===== config.mk =====
export PLATFORM = sky130hd
export DESIGN_NAME = tcl_ram
export DESIGN_NICKNAME = d
export VERILOG_FILES = /design/src/rtl/tcl_ram.sv
export SDC_FILE = /design/constraint.sdc
export NUM_CORES = 1
export LEC_CHECK = 0
export ABC_AREA = 1
export BUFFER_PORTS_ARGS = -buffer_cell sky130_fd_sc_hd__buf_2
export CORE_ASPECT_RATIO = 1.2
export CORE_MARGIN = 2
export CORE_UTILIZATION = 50
export DETAILED_ROUTE_END_ITERATION = 8
export PLACE_DENSITY = 0.79
export SLEW_MARGIN = 25
export SYNTH_ARGS = -nofsm -noshare
export SYNTH_HDL_FRONTEND = slang
export SYNTH_SLANG_ARGS = --single-unit

===== constraint.sdc =====
create_clock -name clock -period 1.4 [get_ports clock]
set_clock_uncertainty 0.05 [all_clocks]
set_input_delay 0.28 -clock clock [delete_from_list [all_inputs] [get_ports clock]]
set_output_delay 0.28 -clock clock [all_outputs]
set_load 0.05 [all_outputs]

===== src/rtl/tcl_ram.sv =====
// Generic single-write, single-read synchronous RAM with registered read.
// Depends on nothing.
module tcl_ram #(
   parameter int WIDTH = 8,
   parameter int DEPTH = 16
) (
   input  logic                     clock,
   input  logic                     wr_en,
   input  logic [$clog2(DEPTH)-1:0] wr_addr,
   input  logic [WIDTH-1:0]         wr_data,
   input  logic                     rd_en,
   input  logic [$clog2(DEPTH)-1:0] rd_addr,
   output logic [WIDTH-1:0]         rd_data
);

   logic [WIDTH-1:0] mem [DEPTH];

   // One write and one registered read per cycle.
   always_ff @(posedge clock) begin
      if (wr_en) begin
         mem[wr_addr] <= wr_data;
      end
      if (rd_en) begin
         rd_data <= mem[rd_addr];
      end
   end

endmodule


==> summary.md <==
| Metric | Value |
|---|---|
| Cells along the critical path | `buf_2` |
| Largest cells by area after synthesis | `edfxtp_1 (70%), nand2_1 (11%), nand3_1 (8.3%)` |
| DRT iter0 DRCs | `395` |
| RD Place Congestion | `0.925` |
| Syn-to-layout area delta | `16.9%` |
| Top-Level Pins | `27` |
| WL final | `12900 µm` |
| Slew of the pin with the lowest slew margin | `0.603 ns` |
| PnR worst setup slack | `0.0323 ns` |
| Core Rows | `43` |
| Grt ovf | `0` |
| Max Cap Viol | `0` |
| Cell Area, Synth | `5850 µm²` |
| Die Ht | `122 µm` |
| Drt pass-1 iters | `8` |
| Fin Hold WS | `0.188 ns` |
| Critical path's top delay family | `flip-flops` |
| Starting density of the core | `0.510` |
| Clock tree buffer depth | `2` |
| Slew Viols, Final | `0` |
| Crit Path Max Fanout | `1` |
| Startpoint Class | `flop` |
| Critical path depth | `1` |
| DRC | `0` |
| CP max-delay cell | `edfxtp_1` |
| Final ANT Viol Nets | `0` |
| R2r setup slk | `0.12 ns` |
| Final Cycle Share | `0.977` |
| Setup Buffers After CTS | `0` |
| Reg-to-reg endpoint | `rd_data[3]` |
| Fmax | `0.731 GHz` |
| Critical Path End | `rd_data[2]` |
| Num CTS Buffers | `17` |
| HP Class | `in -> reg` |
| Yosys Warn Count | `0` |
| Fillers | `859` |
| Crit Reg-Reg Startpoint | `mem[5][3]` |
| CTS tree | `yes` |
| # nets final | `613` |
| CP Launch Point | `rd_data[2]` |
| Clk root buf | `clkbuf_16` |
| Worst Reg2Reg Path Length in Cells | `6` |
| CP Capture Type | `output port` |
| Leak Pwr | `2.96 nW` |
| Hold Violations, Final | `0` |
| Htree depth | `4` |
| Hold Crit Start | `rd_en` |
| Max VDD drop | `832 µV` |
| CTS Sinks | `136` |
| First-pass GRT wire length | `20100 µm` |
| Final Power | `9.84 mW` |
| Seq/Total Area, Yosys | `0.698` |
| Routed len/inst | `16.8 µm` |
| Pwr Density | `1440 nW/µm²` |
| Vias in the first global route | `3907` |
| Worst path arrival time | `1.04 ns` |
| Post-synth net total | `570` |
| RSZ-0062 raised after global routing | `false` |
| Share of layout cells above drive strength 1 | `0.124` |
| Clock slew seen by the registers of the worst setup and hold paths | `0.05 ns` |
| Worst Path Required | `1.07 ns` |
| Finished Core Util | `0.596` |
| Largest net degree at the start of global routing | `65` |
| All-Layer GR Usage | `0.224` |
| Critical path class | `reg -> out` |
| Pre-CTS setup slack | `-0.173 ns` |
| Syn_area_per_cell | `10.6 µm²` |
| DP HPWL | `7820 µm` |
| Hold buffers post-CTS | `0` |
| Critical Path Max Stage Delay | `0.40 ns` |
| Cell Area, Placed | `6220 µm²` |
| Seq cells post-synth | `136` |
| Vias/cell | `5.18` |
| Top-area cell type share of the netlist area | `0.698` |
| Mapped Cells | `551` |
| Max-slew headroom | `0.597` |
| Die Footprint | `12600 µm²` |
| Via Count | `3950` |
| Unique masters post-synth | `11` |
| # setup viols final | `0` |
| Status | `complete, no violations` |
| Design area | `6840 µm²` |
| Die Width | `103 µm` |
| Post-CTS resize count | `0` |
| Clk Latency, worst-skew pair | `0.41 ns` |
| Tmin final | `1.37 ns` |
| Number of buffers added on ports | `26` |
| Initial antenna violation count | `0` |
| N_diodes | `0` |
| Largest area contributor in the netlist | `edfxtp_1` |
| Core Area | `11500 µm²` |
| Crit path buf inv count | `1` |
==> final cells by class <==
cell class / count / area (µm²) / share of cell area
well taps: 157 / 196 / 0.0287
multi-input cells: 289 / 1210 / 0.178
clock inverters: 13 / 184 / 0.0269
repair buffers: 48 / 345 / 0.0505
clock buffers: 18 / 429 / 0.0628
flip-flops and latches: 136 / 4080 / 0.597
inverters: 102 / 383 / 0.0560
==> sequential cells by signal (all words and copies together) (netlist names) <==
signal / count
mem: 128
rd_data: 8
==> cells in the final DEF, fill, tap and decap left out <==
cell       Yosys  final
inv_2          2      2
edfxtp_1     136    136
buf_2         13     26
clkbuf_16      0     17
nor2_1        17     17
nand3b_1       2      2
nand3_1       97     97
buf_12         0      4
bufinv_16      0      5
nand2_1      173    173
clkbuf_1       0      1
clkinv_1       0      5
inv_1        100    100
clkinv_2       0      3
buf_4          4     18
==> cell usage after synthesis <==
master,count
nand2_1,173
edfxtp_1,136
inv_1,100
nand3_1,97
nor2_1,17
buf_2,13
buf_6,6
buf_4,4
inv_2,2
nand3b_1,2
buf_1,1
==> where the power goes <==
part / leakage, nW / internal [mW] / switching, mW
combinational: 1.43 / 0.172 / 0.460
clock: 0.301 / 3.10 / 1.49
sequential: 1.24 / 4.59 / 0.0247
==> per-stage QoR <==
step,TNS [ns],cells
after CTS,0,763
final,0,763
after global placement,-0.809,732
after detailed placement,-1.02,732
after floorplan,0,551
after global routing,0,763
==> metal layers <==
layer / up-vias / global-route usage / wire length [µm]
met5: - / 0 / 0
met4: 0 / 0.110 / 510
met3: 42 / 0.0513 / 871
met2: 188 / 0.382 / 6610
met1: 1857 / 0.266 / 4860
li1: 1863 / - / -
==> cell families after synthesis <==
family / share of synthesized area
and+or+nand+nor: 0.208
DFF: 0.698
buffers and inverters: 0.0939
==> worst min-delay path by stage <==
stage | to | slack, ns | cells after the start
after floorplan | mem[0][0] | 0.33 | 0
after global placement | rd_data[0] | 0.59 | 1
after detailed placement | rd_data[0] | 0.60 | 1
after CTS | rd_data[0] | 0.17 | 1
after global routing | rd_data[1] | 0.17 | 1
final | rd_data[1] | 0.19 | 1
Power figures use the tool's default switching activity.
