## src/rtl/tcl_div.sv

```systemverilog
// Iterative restoring divider, one quotient bit per cycle.
// Depends on nothing; used by the top level for the view window bounds.
module tcl_div #(
   parameter int NW = 42,
   parameter int DW = 45
) (
   input  logic          clock,
   input  logic          reset,
   input  logic          start,
   input  logic [NW-1:0] dividend,
   input  logic [DW-1:0] divisor,
   output logic          done,
   output logic [NW-1:0] quotient,
   output logic          rem_nz
);

   localparam int CNTW = $clog2(NW + 1);

   logic          run_ff, run_in;
   logic [CNTW-1:0] cnt_ff, cnt_in;
   logic [NW-1:0] shift_ff, shift_in;
   logic [DW-1:0] rem_ff, rem_in;
   logic [DW-1:0] dsr_ff, dsr_in;
   logic          done_ff, done_in;
   logic [DW:0]   trial;
   logic          q_bit;

   // One shift-and-subtract step.
   always_comb begin
      trial    = {rem_ff, shift_ff[NW-1]};
      q_bit    = trial >= {1'b0, dsr_ff};
      run_in   = run_ff;
      cnt_in   = cnt_ff;
      shift_in = shift_ff;
      rem_in   = rem_ff;
      dsr_in   = dsr_ff;
      done_in  = 1'b0;
      if (start) begin
         run_in   = 1'b1;
         cnt_in   = '0;
         shift_in = dividend;
         rem_in   = '0;
         dsr_in   = divisor;
      end else if (run_ff) begin
         rem_in   = q_bit ? DW'(trial - {1'b0, dsr_ff}) : DW'(trial);
         shift_in = {shift_ff[NW-2:0], q_bit};
         cnt_in   = cnt_ff + 1'b1;
         if (cnt_ff == CNTW'(NW - 1)) begin
            run_in  = 1'b0;
            done_in = 1'b1;
         end
      end
   end

   always_ff @(posedge clock) begin
      if (reset) begin
         run_ff  <= 1'b0;
         done_ff <= 1'b0;
      end else begin
         run_ff  <= run_in;
         done_ff <= done_in;
      end
      cnt_ff   <= cnt_in;
      shift_ff <= shift_in;
      rem_ff   <= rem_in;
      dsr_ff   <= dsr_in;
   end

   assign done     = done_ff;
   assign quotient = shift_ff;
   assign rem_nz   = rem_ff != '0;

endmodule

```

## config.mk

```make
export PLATFORM = sky130hd
export DESIGN_NAME = tcl_div
export DESIGN_NICKNAME = d
export VERILOG_FILES = /design/src/rtl/tcl_div.sv
export SDC_FILE = /design/constraint.sdc
export NUM_CORES = 1
export LEC_CHECK = 0
export ABC_AREA = 1
export BUFFER_PORTS_ARGS = -buffer_cell sky130_fd_sc_hd__buf_2
export CAP_MARGIN = 10
export CORE_ASPECT_RATIO = 1.5
export CORE_UTILIZATION = 45
export CTS_CLUSTER_DIAMETER = 40
export CTS_CLUSTER_SIZE = 12
export DETAILED_ROUTE_END_ITERATION = 8
export GPL_ROUTABILITY_DRIVEN = 0
export HOLD_SLACK_MARGIN = 0.1
export SLEW_MARGIN = 20
export SYNTH_ARGS = -nofsm -noshare
export SYNTH_HDL_FRONTEND = slang
export SYNTH_SLANG_ARGS = --single-unit
```

## constraint.sdc

```tcl
create_clock -name clock -period 3.8 [get_ports clock]
set_input_delay 0 -clock clock [delete_from_list [all_inputs] [get_ports clock]]
set_output_delay 0 -clock clock [all_outputs]
set_load 0.03 [all_outputs]
```

==> results.sh, run 1 <==
export IMPL_status="complete, no violations"
export IMPL_cp_required_ns=4.18
export IMPL_cts_setup_buffers=0
export IMPL_syn_cell_area_um2=9896
export IMPL_fill_cells=2149
export IMPL_p_per_area_nw_per_um2=325.5
export IMPL_io_buffers=133
export IMPL_place_hpwl_mm=21.29
export IMPL_nets=1813
export IMPL_clock_sinks=140
export IMPL_drive_gt1_frac=0.1422
export IMPL_tightestPinTransition_ns=0.7278
export IMPL_clk_latency_ns=0.45
export IMPL_cp_common_cell="nand2_2"
export IMPL_die_area_um2=22600
export IMPL_rsz0062_at_grt="false"
export IMPL_grt_pass1_wl_mm=45.60
export IMPL_cp_max_fo=44
export IMPL_viasPerCell=4.848
export IMPL_cts_buffers=17
export IMPL_routedWlPerCell_um=14.35
export IMPL_ys_seq_area_frac=0.3712
export IMPL_hold_path_class="input port to flop"
export IMPL_cts_buffer_depth=2
export IMPL_yosys_area_top_type="edfxtp_1"
export IMPL_grt_pass1_vias=9387
export IMPL_max_slew_margin=0.5137
export IMPL_maxCapViolations=0
export IMPL_holdWs_ns=0.2577
export IMPL_grt_max_degree=48
export IMPL_power_mw=3.974
export IMPL_r2r_start="quotient[41]"
export IMPL_drv_slew=0
export IMPL_ys_types=39
export IMPL_coreArea_um2=21640
export IMPL_slowest_delay_ns=0.44
export IMPL_ctsHoldBuffers=89
export IMPL_ir_drop_uv=332.2
export IMPL_crit_type="flop to flop"
export IMPL_hold_path_depth=2
export IMPL_r2r_end="rem_ff[31]"
export IMPL_avgSynthCellArea_um2=6.787
export IMPL_wirelength_mm=28.13
export IMPL_end_kind="flop"
export IMPL_diodes=0
export IMPL_placementRows=66
export IMPL_drt_iter0_markers=480
export IMPL_period_minus_slack_ns=3.007
export IMPL_slowest_stage="nand2_4"
export IMPL_synth_fp_nets=1596
export IMPL_leakage_nw=6.716
export IMPL_final_common_cell="nand2_1"
export IMPL_post_cts_resized=0
export IMPL_h_tree_depth=4
export IMPL_r2r_slack_ns=0.79
export IMPL_grt_remaining_overflow=0
export IMPL_skew_ns=0.01583
export IMPL_boundaryPins=134
export IMPL_fin_util=0.5642
export IMPL_hold_violations=0
export IMPL_layout_common_cells="nand2_1 (576), inv_1 (279), buf_2 (132)"
export IMPL_synth_area_leaders="edfxtp_1 (26%), nand2_1 (22%), dfxtp_1 (11%), inv_1 (11%), ha_1 (5.9%)"
export IMPL_ant_nets=0
export IMPL_grt_antenna_before_repair=0
export IMPL_dpl_cell_area_um2=10760
export IMPL_start_kind="flop"
export IMPL_dieWidth_um=123.1
export IMPL_die_y_um=183.6
export IMPL_dr_pass1_iters=5
export IMPL_clkSlewWorstSetupHoldPaths_ns=0.07
export IMPL_fin_tns_setup_ns=0
export IMPL_yosysTopAreaCellShare=0.2640
export IMPL_period_share=0.7913
export IMPL_grtUsageTotal=0.2649
export IMPL_cts_tree="yes"
export IMPL_drcViolationCount=0
export IMPL_ctsRootBufferMaster="clkbuf_16"
export IMPL_syn_inst=1458
export IMPL_r2r_cells=17
export IMPL_fmax_ghz=0.3325
export IMPL_yosysWarnings=0
export IMPL_path_cells="inv_1, ha_1, inv_1, fa_1, nand2_1, nand2_2, nand3_2, nand2_2, nand2_1, nand2_2, nand2_2, nand2_2, nand2_4, nand2_4, nand2_1, nand3_1, nand2_1"
export IMPL_start_util=0.4574
export IMPL_fin_area_um2=12210
export IMPL_yosys_register_bits=140
export IMPL_min_from="divisor[23]"
export IMPL_area_growth_pct=23.35
export IMPL_vias=9502
export IMPL_report_final_setup_viol=0
export IMPL_crit_arrival_ns=3.39
export IMPL_worstHoldEndpoint="dsr_ff[23]"
==> area by class of cell <==
cell class	count	area, µm²	area share
repair buffers	231	1627	0.1333
flip-flops and latches	140	3674	0.3009
well taps	272	340.3	0.02788
inverters	287	1077	0.08825
multi-input cells	998	4936	0.4044
clock inverters	14	113.9	0.009328
clock buffers	18	439.2	0.03598
==> sequential cells by signal, summed over array words and instances, names as in the netlist <==
signal,flops
rem_ff,45
run_ff,1
done,1
quotient,42
dsr_ff,45
cnt_ff,6
==> stage by stage <==
stage               std cells  setup WS [ns]
floorplan                1458          1.235
global placement         1839         0.9061
detailed placement       1839         0.8107
CTS                      1960         0.8035
global route             1960         0.4988
finish                   1960         0.7929
==> routing by layer <==
layer,vias up,GRT usage,wire length (µm)
met5,-,0,0
met4,0,0.1687,1693
met3,87,0.04435,1230
met2,277,0.4733,13980
met1,4198,0.2840,11220
li1,4940,-,-
==> worst max path at each step <==
stage,from,to,slack (ns),cells after the start
6_report,quotient[41],rem_ff[31],0.79,17
3_5_place_dp,quotient[41],rem_ff[31],0.81,17
3_3_place_gp,quotient[41],rem_ff[26],0.91,17
4_1_cts,quotient[41],rem_ff[31],0.80,17
5_1_grt,quotient[41],rem_ff[25],0.50,17
2_1_floorplan,run_ff,quotient[0],1.23,4
==> worst max-delay path, delay by kind of cell (launching register included) <==
kind / cells / cell delay (ns)
AND/OR/NAND/NOR: 13 / 1.82
adder cells (fa/ha/maj): 2 / 0.54
flip-flops: 1 / 0.37
buffers and inverters: 2 / 0.17
==> synthesized netlist by cell type, drive strengths merged <==
| master | n |
|---|---|
| o21bai | 7 |
| nand2 | 593 |
| nor3 | 11 |
| and2 | 2 |
| xnor2 | 22 |
| inv | 287 |
| a21o | 1 |
| nand3b | 12 |
| o21ai | 24 |
| o22ai | 1 |
| a31oi | 1 |
| nand4 | 19 |
| o21a | 1 |
| dfxtp | 53 |
| nor4 | 4 |
| nand3 | 125 |
| nor2 | 83 |
| clkbuf | 15 |
| buf | 18 |
| edfxtp | 87 |
| and3 | 1 |
| fa | 1 |
| ha | 47 |
| xor2 | 1 |
| a21oi | 42 |
==> where the power goes <==
group          internal, mW  leakage (nW)  total [mW]  switching, mW
combinational         0.232          5.15       0.620          0.388
sequential             1.72          1.30        1.76         0.0409
clock                 0.865         0.269        1.59          0.728
==> cell families (layout without fill, tap and decap cells) <==
kind of cell,after synthesis,after routing,share of synthesized area
simple gates,850,850,0.3741
buf+inv,320,550,0.1310
flops,140,140,0.3712
compound gates,77,77,0.04185
fa+ha+maj,48,48,0.06145
xor+xnor,23,23,0.02036
Note: power is estimated with default switching activity, not from simulation.
==> run 2, diff against run 1 <==
==> constraint.sdc (replaced) <==
create_clock -name clock -period 3.1 [get_ports clock]
set_input_delay 0 -clock clock [delete_from_list [all_inputs] [get_ports clock]]
set_output_delay 0 -clock clock [all_outputs]
set_load 0.03 [all_outputs]
==> results.sh, run 2 (synthesized netlist as in run 1, its figures left out) <==
export IMPL_status="complete, no violations"
export IMPL_coreArea_um2=21640
export IMPL_r2r_start="quotient[41]"
export IMPL_h_tree_depth=4
export IMPL_r2r_slack_ns=0.30
export IMPL_ir_drop_uv=390.6
export IMPL_drt_iter0_markers=541
export IMPL_slowest_stage="fa_1"
export IMPL_grt_pass1_wl_mm=45.78
export IMPL_cts_buffer_depth=2
export IMPL_grtUsageTotal=0.2658
export IMPL_ctsRootBufferMaster="clkbuf_16"
export IMPL_placementRows=66
export IMPL_start_util=0.4574
export IMPL_diodes=0
export IMPL_worstHoldEndpoint="dsr_ff[29]"
export IMPL_place_hpwl_mm=21.31
export IMPL_wirelength_mm=28.21
export IMPL_vias=9512
export IMPL_tightestPinTransition_ns=0.6966
export IMPL_holdWs_ns=0.2589
export IMPL_cts_buffers=17
export IMPL_routedWlPerCell_um=14.40
export IMPL_fmax_ghz=0.3573
export IMPL_hold_path_depth=2
export IMPL_report_final_setup_viol=0
export IMPL_grt_max_degree=60
export IMPL_skew_ns=0.01511
export IMPL_drv_slew=0
export IMPL_viasPerCell=4.856
export IMPL_start_kind="flop"
export IMPL_cp_required_ns=3.48
export IMPL_hold_path_class="input port to flop"
export IMPL_grt_remaining_overflow=0
export IMPL_clkSlewWorstSetupHoldPaths_ns=0.07
export IMPL_drcViolationCount=0
export IMPL_fin_tns_setup_ns=0
export IMPL_cp_common_cell="nand2_2"
export IMPL_multi_input_area_um2=4936
export IMPL_period_minus_slack_ns=2.799
export IMPL_layout_common_cells="nand2_1 (576), inv_1 (279), buf_2 (132)"
export IMPL_clock_sinks=140
export IMPL_area_growth_pct=23.73
export IMPL_dieWidth_um=123.1
export IMPL_regArea_um2=3674
export IMPL_p_per_area_nw_per_um2=403.2
export IMPL_slowest_delay_ns=0.40
export IMPL_cts_setup_buffers=0
export IMPL_crit_type="flop to flop"
export IMPL_min_from="divisor[29]"
export IMPL_final_common_cell="nand2_1"
export IMPL_power_mw=4.936
export IMPL_io_buffers=133
export IMPL_fill_cells=2142
export IMPL_grt_pass1_vias=9492
export IMPL_dr_pass1_iters=7
export IMPL_maxCapViolations=0
export IMPL_boundaryPins=134
export IMPL_hold_violations=0
export IMPL_ctsHoldBuffers=89
export IMPL_post_cts_resized=0
export IMPL_die_y_um=183.6
export IMPL_nets=1812
export IMPL_clk_latency_ns=0.45
export IMPL_ant_nets=0
export IMPL_max_slew_margin=0.5345
export IMPL_die_area_um2=22600
export IMPL_rsz0062_at_grt="false"
export IMPL_period_share=0.9027
export IMPL_cts_tree="yes"
export IMPL_cp_max_fo=44
export IMPL_end_kind="flop"
export IMPL_path_cells="inv_1, ha_1, inv_1, fa_1, nand2_1, nand2_2, nand3_2, nand2_2, nand2_1, nand2_2, nand2_2, nand2_2, nand2_4, nand2_4, nand2_1, nand3_1, nand2_1"
export IMPL_r2r_end="rem_ff[21]"
export IMPL_r2r_cells=17
export IMPL_drive_gt1_frac=0.1423
export IMPL_grt_antenna_before_repair=0
export IMPL_leakage_nw=6.734
export IMPL_crit_arrival_ns=3.18
export IMPL_fin_util=0.5659
==> run 2: changes by cell type in the layout (fill, tap and decap cells not counted) <==
cell / before / now
clkinvlp_4: 2 / 3
buf_12: 0 / 2
clkinv_1: 1 / 0
buf_4: 10 / 7
inv_8: 2 / 0
clkinv_4: 5 / 2
clkinv_2: 1 / 4
clkbuf_16: 17 / 19
==> run 2: stage by stage <==
stage	setup slack, ns	cells	area (µm²)
after global routing	0.05056	1959	12240
after detailed placement	0.2933	1838	10780
after CTS	0.2957	1959	12240
final	0.3015	1959	12240
after floorplan	0.5347	1458	9896
after global placement	0.4009	1838	10780
==> run 2: worst max path at each step <==
stage	end	from	depth (start not counted)
detailed placement	rem_ff[27]	quotient[41]	17
global route	rem_ff[15]	quotient[41]	17
CTS	rem_ff[21]	quotient[41]	17
global placement	rem_ff[25]	quotient[41]	17
floorplan	quotient[0]	run_ff	4
finish	rem_ff[21]	quotient[41]	17
==> run 2: per-layer routing <==
| layer | up-vias | part of all wire | global-route usage |
|---|---|---|---|
| met3 | 87 | 0.040 | 0.04591 |
| met4 | 0 | 0.056 | 0.1648 |
| met5 | - | 0 | 0 |
| li1 | 4935 | - | - |
| met1 | 4223 | 0.40 | 0.2829 |
| met2 | 267 | 0.51 | 0.4782 |
==> run 2: critical path, delay by kind of cell (launching register included) <==
family                     cells  cell delay (ns)
DFF                            1             0.38
buffers and inverters          2             0.16
and+or+nand+nor               13             1.65
adders and majority gates      2             0.54
==> run 2: area by class of cell <==
cell class	instances	share of cell area
Clock inverter	12	0.006847
Inverter	287	0.08798
Sequential cell	140	0.3000
Multi-Input combinational cell	998	0.4031
Clock buffer	20	0.03996
Timing Repair Buffer	230	0.1343
Tap cell	272	0.02779
==> run 2: power breakdown <==
group,internal (mW),total [mW],switching [mW]
sequential,2.11,2.16,0.0509
clock,1.14,2.02,0.876
combinational,0.285,0.760,0.475
total,3.53,4.94,1.40
