`src/rtl/tcl_pkg.sv`:
```
// Shared types, widths and codes for the tile cache eviction block.
// Used by tcl_csr and the top level; depends on nothing else.
package tcl_pkg;

   // Default table depth; the top level hands it down as a parameter.
   localparam int DEFAULT_TABLE_DEPTH = 64;

   // Fixed field widths.
   localparam int COORD_W  = 32;
   localparam int STAMP_W  = 32;
   localparam int ENTRY_W  = 2 * COORD_W + STAMP_W;
   localparam int LIVE_W   = 7;
   localparam int NUM_W    = 42;
   localparam int DEN_W    = 45;
   localparam int BOUND_W  = 44;

   // Request opcodes.
   typedef logic [1:0] opcode_type;
   localparam opcode_type OP_TOUCH = 2'd0;
   localparam opcode_type OP_DROP  = 2'd1;
   localparam opcode_type OP_EVICT = 2'd2;

   // Configuration register indexes.
   typedef logic [2:0] csr_index_type;
   localparam csr_index_type CSR_TILE_SIZE = 3'd0;
   localparam csr_index_type CSR_PAN_H     = 3'd1;
   localparam csr_index_type CSR_PAN_V     = 3'd2;
   localparam csr_index_type CSR_ZOOM      = 3'd3;
   localparam csr_index_type CSR_SCREEN_W  = 3'd4;
   localparam csr_index_type CSR_SCREEN_H  = 3'd5;

   // Effective view configuration, with tile size and zoom already clamped.
   typedef struct packed {
      logic [12:0]        tile_size;
      logic signed [31:0] pan_h;
      logic signed [31:0] pan_v;
      logic [31:0]        zoom;
      logic [15:0]        screen_w;
      logic [15:0]        screen_h;
   } cfg_type;

   // Controller states.
   typedef enum logic [6:0] {
      S_IDLE = 7'b0000001,
      S_SRCH = 7'b0000010,
      S_UPD  = 7'b0000100,
      S_MUL  = 7'b0001000,
      S_DIV  = 7'b0010000,
      S_MARK = 7'b0100000,
      S_PICK = 7'b1000000
   } state_type;

endpackage

```
`src/rtl/tcl_csr.sv`:
```
// Configuration registers of the view window, with tile size and zoom clamping.
// Depends on tcl_pkg.
module tcl_csr
   import tcl_pkg::*;
(
   input  logic          clock,
   input  logic          reset,
   input  logic          csr_valid,
   output logic          csr_ready,
   input  csr_index_type csr_index,
   input  logic [31:0]   csr_data,
   output cfg_type       cfg
);

   logic [12:0] tile_ff;
   logic [31:0] pan_h_ff;
   logic [31:0] pan_v_ff;
   logic [31:0] zoom_ff;
   logic [15:0] sw_ff;
   logic [15:0] sh_ff;

   assign csr_ready = 1'b1;

   // Register writes; unknown indexes are ignored.
   always_ff @(posedge clock) begin
      if (reset) begin
         tile_ff  <= 13'd256;
         pan_h_ff <= '0;
         pan_v_ff <= '0;
         zoom_ff  <= 32'd65536;
         sw_ff    <= '0;
         sh_ff    <= '0;
      end else if (csr_valid) begin
         unique case (csr_index)
            CSR_TILE_SIZE: tile_ff  <= csr_data[12:0];
            CSR_PAN_H:     pan_h_ff <= csr_data;
            CSR_PAN_V:     pan_v_ff <= csr_data;
            CSR_ZOOM:      zoom_ff  <= csr_data;
            CSR_SCREEN_W:  sw_ff    <= csr_data[15:0];
            CSR_SCREEN_H:  sh_ff    <= csr_data[15:0];
            default: ;
         endcase
      end
   end

   // Tiles below eight pixels act as eight, and a zero zoom acts as one.
   always_comb begin
      cfg.tile_size = (tile_ff < 13'd8) ? 13'd8 : tile_ff;
      cfg.pan_h     = $signed(pan_h_ff);
      cfg.pan_v     = $signed(pan_v_ff);
      cfg.zoom      = (zoom_ff == '0) ? 32'd1 : zoom_ff;
      cfg.screen_w  = sw_ff;
      cfg.screen_h  = sh_ff;
   end

endmodule

```
`config.mk`:
```
export PLATFORM = sky130hd
export DESIGN_NAME = tcl_csr
export DESIGN_NICKNAME = d
export VERILOG_FILES = /design/src/rtl/tcl_pkg.sv /design/src/rtl/tcl_csr.sv
export SDC_FILE = /design/constraint.sdc
export NUM_CORES = 1
export LEC_CHECK = 0
export ABC_AREA = 1
export BUFFER_PORTS_ARGS = -buffer_cell sky130_fd_sc_hd__buf_2
export CAP_MARGIN = 20
export CORE_MARGIN = 10
export CORE_UTILIZATION = 49
export DETAILED_ROUTE_END_ITERATION = 12
export GPL_ROUTABILITY_DRIVEN = 0
export GPL_TIMING_DRIVEN = 1
export PLACE_DENSITY_LB_ADDON = 0.15
export SLEW_MARGIN = 25
export SYNTH_ARGS = -nofsm -noshare
export SYNTH_HDL_FRONTEND = slang
export SYNTH_SLANG_ARGS = --single-unit
```
`constraint.sdc`:
```
create_clock -name clock -period 1.3 [get_ports clock]
set_input_delay 0.26 -clock clock [delete_from_list [all_inputs] [get_ports clock]]
set_output_delay 0.26 -clock clock [all_outputs]
set_load 0.02 [all_outputs]
```
==> results.sh, run 1 <==
export IMPL_hold_end="zoom_ff[9]"
export IMPL_core_area_mm2=0.0103
export IMPL_violations="negative setup slack"
export IMPL_synth_area_mm2=0.00515
export IMPL_leakagePower_nw=3.50
export IMPL_synth_edf_count=0
export IMPL_die_h_um=123
export IMPL_start_util_pct=50.1
export IMPL_crit_chain="nor2_1 > nand4_1 > nor2_2 > nor2_1 > buf_4"
export IMPL_path_common_cell="nor2_1"
export IMPL_dp_hpwl_mm=12.1
export IMPL_end_kind="output pin"
export IMPL_routed_via_density=5.13
export IMPL_synth_nets=709
export IMPL_fin_crit_sh_pct=138
export IMPL_vdd_ir_drop_max_mv=0.841
export IMPL_ant_nets=0
export IMPL_status="complete, but fails checks"
export IMPL_vias=5064
export IMPL_maxSlewViolCount=0
export IMPL_die_area_mm2=0.0150
export IMPL_syn_inst=671
export IMPL_fin_crit_ns=1.79
export IMPL_ys_ff_latch=141
export IMPL_grt_usage_pct=22.1
export IMPL_rsz0062_at_grt="yes"
export IMPL_power_total_w=0.0110
export IMPL_syn2layout_area_growth_pct=49.1
export IMPL_cts_root_buf="clkbuf_8"
export IMPL_power_density_mw_per_mm2=1430
export IMPL_critPathLaunchType="flip-flop"
export IMPL_finalClockSkew_ns=0
export IMPL_setup_violations=30
export IMPL_grt_pass1_wl_mm=26.3
export IMPL_cts_max_level=4
export IMPL_setup_tns_ns=-3.11
export IMPL_cts_buffers=17
export IMPL_wl_per_cell_um=17.9
export IMPL_cpMaxStageDelayCell="dfxtp_2"
export IMPL_rr_worst_depth=4
export IMPL_grt_max_degree=49
export IMPL_min_path_cells=3
export IMPL_ys_async_sr_fraction_pct=0
export IMPL_preCtsSetupSlack_ns=-0.0284
export IMPL_grt_antenna_before_repair=0
export IMPL_port_buffers=178
export IMPL_postSynthAreaPerCell_um2=7.68
export IMPL_crit_arrival_ns=1.53
export IMPL_yosys_area_top_type="dfxtp_1"
export IMPL_hold_path_startpoint="csr_data[9]"
export IMPL_cts_sinks=141
export IMPL_synthTopCellsByArea="dfxtp_1 55%, o21ai_0 9.5%, nor2_1 9.1%"
export IMPL_io_pins=180
export IMPL_ys_flop_type="dfxtp_1"
export IMPL_reg2reg_slack_ns=0.40
export IMPL_final_util_pct=74.8
export IMPL_yosys_warnings=0
export IMPL_regToRegStartpoint="tile_ff[11]"
export IMPL_cts_tree="done"
export IMPL_routed_wl_mm=17.7
export IMPL_drive_above_1_share_pct=40.5
export IMPL_path_class="reg -> out"
export IMPL_drt_iter0_markers=432
export IMPL_die_width_um=123
export IMPL_nNetsFinal=876
export IMPL_seqCellArea_mm2=0.00291
export IMPL_ys_seq_area_share_pct=54.8
export IMPL_required_ns=1.04
export IMPL_crit_fanout=3
export IMPL_multi_input_area_mm2=0.00187
export IMPL_cpPeakStageDelay_ns=0.33
export IMPL_clkTransAtPathRegs_ns=0.06
export IMPL_hold_path_class="in -> reg"
export IMPL_insertion_delay_ns=0.51
export IMPL_r2r_end="tile_ff[11]"
export IMPL_finalHoldViolCount=0
export IMPL_rows=37
export IMPL_overflow=0
export IMPL_drc=0
export IMPL_clockBufferDepth=2
export IMPL_grt_pass1_vias=4985
export IMPL_fmax_mhz=557
export IMPL_first_pass_iters=5
export IMPL_cap_violations=0
export IMPL_ys_types=19
export IMPL_setup_ws_ns=-0.494
export IMPL_nFillCells=729
export IMPL_synth_top_area_share_pct=54.8
==> power by group <==
part | total [W] | internal (W) | switching, W
Sequential | 0.00456 | 0.00447 | 0.0000891
Clock | 0.00539 | 0.00359 | 0.00180
Combinational | 0.00106 | 0.000422 | 0.000639
==> timing repair <==
action	4_1_cts	5_1_grt
setup buffers	6	14
endpoints found under the hold margin	1	0
gates resized for setup	153	126
setup endpoints to repair	68	118
pin swaps	2	1
cloned	0	0
hold buffers	1	0
==> metal layers <==
metal  global-route usage [%]  wire, um
met1                     27.5      6950
met2                     34.7      8620
met3                     7.39      1660
met4                     8.62       485
met5                        0         0
==> state kept, by name (all words and copies together), names as in the netlist <==
register	count
pan_h_ff	32
pan_v_ff	32
sh_ff	16
sw_ff	16
tile_ff	13
zoom_ff	32
==> synth_stat cells (2+ instances only) <==
library cell,number
inv_1,28
clkbuf_1,61
inv_2,3
dfxtp_1,141
nor2_1,125
o21ai_1,12
o21ai_0,98
buf_2,12
nand3_2,2
nand2_1,80
buf_4,8
a21oi_1,91
nor2_2,4
==> cells in the final DEF, fill, tap and decap left out <==
cell type / synthesis / final
nor2_1: 125 / 117
clkbuf_1: 61 / 1
inv_2: 3 / 4
nand4_1: 1 / 1
nor2_4: 1 / 1
dfxtp_1: 141 / 75
conb_1: 1 / 1
nand3_2: 2 / 2
a21oi_1: 91 / 91
buf_6: 1 / 67
o211ai_1: 1 / 1
nor2_2: 4 / 12
inv_1: 28 / 27
clkinvlp_4: 0 / 2
clkbuf_16: 0 / 16
bufinv_16: 0 / 6
diode_2: 0 / 2
clkinv_4: 0 / 1
o21ai_0: 98 / 96
o21ai_1: 12 / 14
clkinv_2: 0 / 2
buf_2: 12 / 50
buf_12: 0 / 8
dlygate4sd3_1: 0 / 1
buf_4: 8 / 104
nand2_1: 80 / 80
nand3_1: 1 / 1
clkbuf_8: 0 / 3
dfxtp_2: 0 / 66
==> metrics by stage <==
stage                     cells  hold slack, ns  cell area, um2
after floorplan             671           0.329            5150
after global placement      943           0.449            6250
after detailed placement    943           0.464            6250
after CTS                   978         0.00296            7340
after global routing        986         0.00807            7680
final                       988          0.0238            7690
==> how the worst max path moves through the flow <==
stage               depth (start not counted)         start  slack (ns)            to
floorplan                                   3    tile_ff[7]        0.05      cfg[131]
global placement                            7  csr_index[1]        0.03  pan_h_ff[22]
detailed placement                          7  csr_index[1]       -0.03  pan_h_ff[22]
CTS                                         5    tile_ff[5]       -0.45      cfg[128]
global route                                5   tile_ff[12]       -0.55      cfg[130]
finish                                      5   tile_ff[12]       -0.49      cfg[128]
==> kinds of logic (layout without fill, tap and decap cells) <==
family | after synthesis | in the layout | synth area share, %
AND/OR/NAND/NOR | 214 | 214 | 16.2
AO/OA/AOI/OAI | 202 | 202 | 19.7
flip-flops | 141 | 141 | 54.8
buffers and inverters | 113 | 292 | 9.25
other | 1 | 3 | 0.0728
==> layout make-up <==
cell class	count	share of cell area, %
diodes	2	0.0651
clock buffers	20	5.80
clock inverters	11	2.78
inverters	31	1.51
multi-input cells	417	24.4
flip-flops and latches	141	37.8
well taps	136	2.21
repair buffers	230	25.4
==> worst max-delay path: cells and delay by family (launching register included) <==
| family | cells | cell delay, ns |
|---|---|---|
| buf+inv | 1 | 0.15 |
| flops | 1 | 0.33 |
| simple gates | 4 | 0.54 |
Power figures use the tool's default switching activity.
==> run 2, diff against run 1 <==
--- a/config.mk
+++ b/config.mk
@@ -15,4 +15,5 @@
 export GPL_TIMING_DRIVEN = 1
 export PLACE_DENSITY_LB_ADDON = 0.15
+export SKIP_CTS_REPAIR_TIMING = 1
 export SLEW_MARGIN = 25
 export SYNTH_ARGS = -nofsm -noshare
==> constraint.sdc (replaced) <==
create_clock -name clock -period 1.3 [get_ports clock]
set_input_delay 0.26 -clock clock [delete_from_list [all_inputs] [get_ports clock]]
set_output_delay 0.26 -clock clock [all_outputs]
set_load 0.005 [all_outputs]
==> run 2 against run 1 <==
Compared with the run above:
- the run still ends with negative setup slack left
- utilization decreased by 6.5 points
- sequential share of layout area increased by 3.2 points
- die area unchanged
- setup slack improved by 0.079 ns
- total power decreased by 6.9%
- combinational power decreased by 26%
- register-to-register slack improved by 0.11 ns
- sequential cell count unchanged
- worst hold slack got worse by 0.021 ns
- final cell count decreased by 2.3%
- via count decreased by 2.4%
- critical endpoint unchanged
==> results.sh, run 2 (synthesis gave the netlist of run 1 again) <==
export IMPL_status="complete, but fails checks"
export IMPL_violations="negative setup slack"
export IMPL_critPathLaunchType="flip-flop"
export IMPL_grt_antenna_before_repair=0
export IMPL_insertion_delay_ns=0.52
export IMPL_clockBufferDepth=2
export IMPL_cts_sinks=141
export IMPL_setup_tns_ns=-2.11
export IMPL_drt_iter0_markers=389
export IMPL_vias=4940
export IMPL_routed_via_density=5.12
export IMPL_port_buffers=178
export IMPL_routed_wl_mm=16.3
export IMPL_overflow=0
export IMPL_final_common_cell="buf_2"
export IMPL_core_area_mm2=0.0103
export IMPL_finalClockSkew_ns=0
export IMPL_rows=37
export IMPL_cts_buffers=17
export IMPL_cts_root_buf="clkbuf_8"
export IMPL_largestRegisters="pan_h_ff x32, pan_v_ff x32, zoom_ff x32"
export IMPL_rsz0062_at_grt="yes"
export IMPL_end_kind="output pin"
export IMPL_layout_common_cells="166 x buf_2, 118 x nor2_1, 96 x o21ai_0, 96 x dfxtp_1, 91 x a21oi_1"
export IMPL_power_total_w=0.0103
export IMPL_start_util_pct=50.1
export IMPL_drc=0
export IMPL_drive_above_1_share_pct=36.3
export IMPL_vdd_ir_drop_max_mv=0.773
export IMPL_setup_violations=17
export IMPL_grt_max_degree=48
export IMPL_syn2layout_area_growth_pct=36.1
export IMPL_first_pass_iters=5
export IMPL_grt_pass1_wl_mm=24.9
export IMPL_nNetsFinal=855
export IMPL_grt_usage_pct=21.2
export IMPL_cap_violations=0
export IMPL_path_class="reg -> out"
export IMPL_ant_nets=0
export IMPL_die_area_mm2=0.0150
export IMPL_crit_fanout=3
export IMPL_fmax_mhz=583
export IMPL_hold_path_class="in -> reg"
export IMPL_maxSlewViolCount=0
export IMPL_setup_ws_ns=-0.416
export IMPL_leakagePower_nw=3.34
export IMPL_wl_per_cell_um=16.9
export IMPL_n_antenna_cell=0
export IMPL_die_width_um=123
export IMPL_required_ns=1.04
export IMPL_clkTransAtPathRegs_ns=0.06
export IMPL_worst_hold_slack_ns=0.00298
export IMPL_cts_tree="done"
export IMPL_fin_crit_sh_pct=132
export IMPL_crit_arrival_ns=1.46
export IMPL_cts_max_level=4
export IMPL_die_h_um=123
export IMPL_grt_pass1_vias=4704
export IMPL_power_density_mw_per_mm2=1460
export IMPL_fin_crit_ns=1.72
export IMPL_dp_hpwl_mm=12.1
export IMPL_io_pins=180
export IMPL_finalHoldViolCount=0
## run 2: path summary, 6_finish.rpt
kind,startpoint,cells past startpoint,slack [ns],end
setup / recovery,tile_ff[12],5,-0.42,cfg[128]
hold / removal,csr_data[16],3,0.003,zoom_ff[16]
setup reg to reg,zoom_ff[1],4,0.51,zoom_ff[1]
hold reg to reg,tile_ff[2],2,0.46,tile_ff[2]
## run 2: per-layer routing
metal	global-route usage, %	share of wire [%]	up-vias
li1	-	-	2430
met1	27.0	43	2314
met2	32.8	47	179
met3	7.35	9.5	17
met4	7.51	1.2	0
met5	0	0	-
## run 2: power by group
| group | internal, W | switching (W) | total [W] | leakage [nW] |
|---|---|---|---|---|
| Clock | 0.00315 | 0.00178 | 0.00493 | 0.291 |
| Sequential | 0.00447 | 0.0000785 | 0.00455 | 1.16 |
| Combinational | 0.000320 | 0.000460 | 0.000780 | 1.88 |
| Total | 0.00794 | 0.00232 | 0.0103 | 3.34 |
## run 2: critical path, stage by stage, from the launching register on
cell	delay (ns)
dfxtp_2	0.32
nor2_1	0.10
nand4_1	0.15
nor2_2	0.18
nor2_1	0.07
buf_2	0.12
## run 2: cell type report
class	count	area (um2)
Clock buffer	20	435
Clock inverter	11	168
Multi-Input combinational cell	417	1880
Sequential cell	141	2880
Timing Repair Buffer	209	1370
Tap cell	136	170
Inverter	31	116
Fill cell	867	3260
## run 2: through the flow
| step | area (um2) | instances | utilization [%] | worst slack (ns) |
|---|---|---|---|---|
| finish | 7010 | 965 | 68.2 | -0.416 |
| floorplan | 5150 | 671 | - | 0.273 |
| detailed placement | 6200 | 932 | 60.3 | -0.0273 |
| global placement | 6200 | 932 | 60.3 | 0.0344 |
| CTS | 6810 | 963 | 66.2 | -0.474 |
| global route | 7010 | 965 | 68.2 | -0.511 |
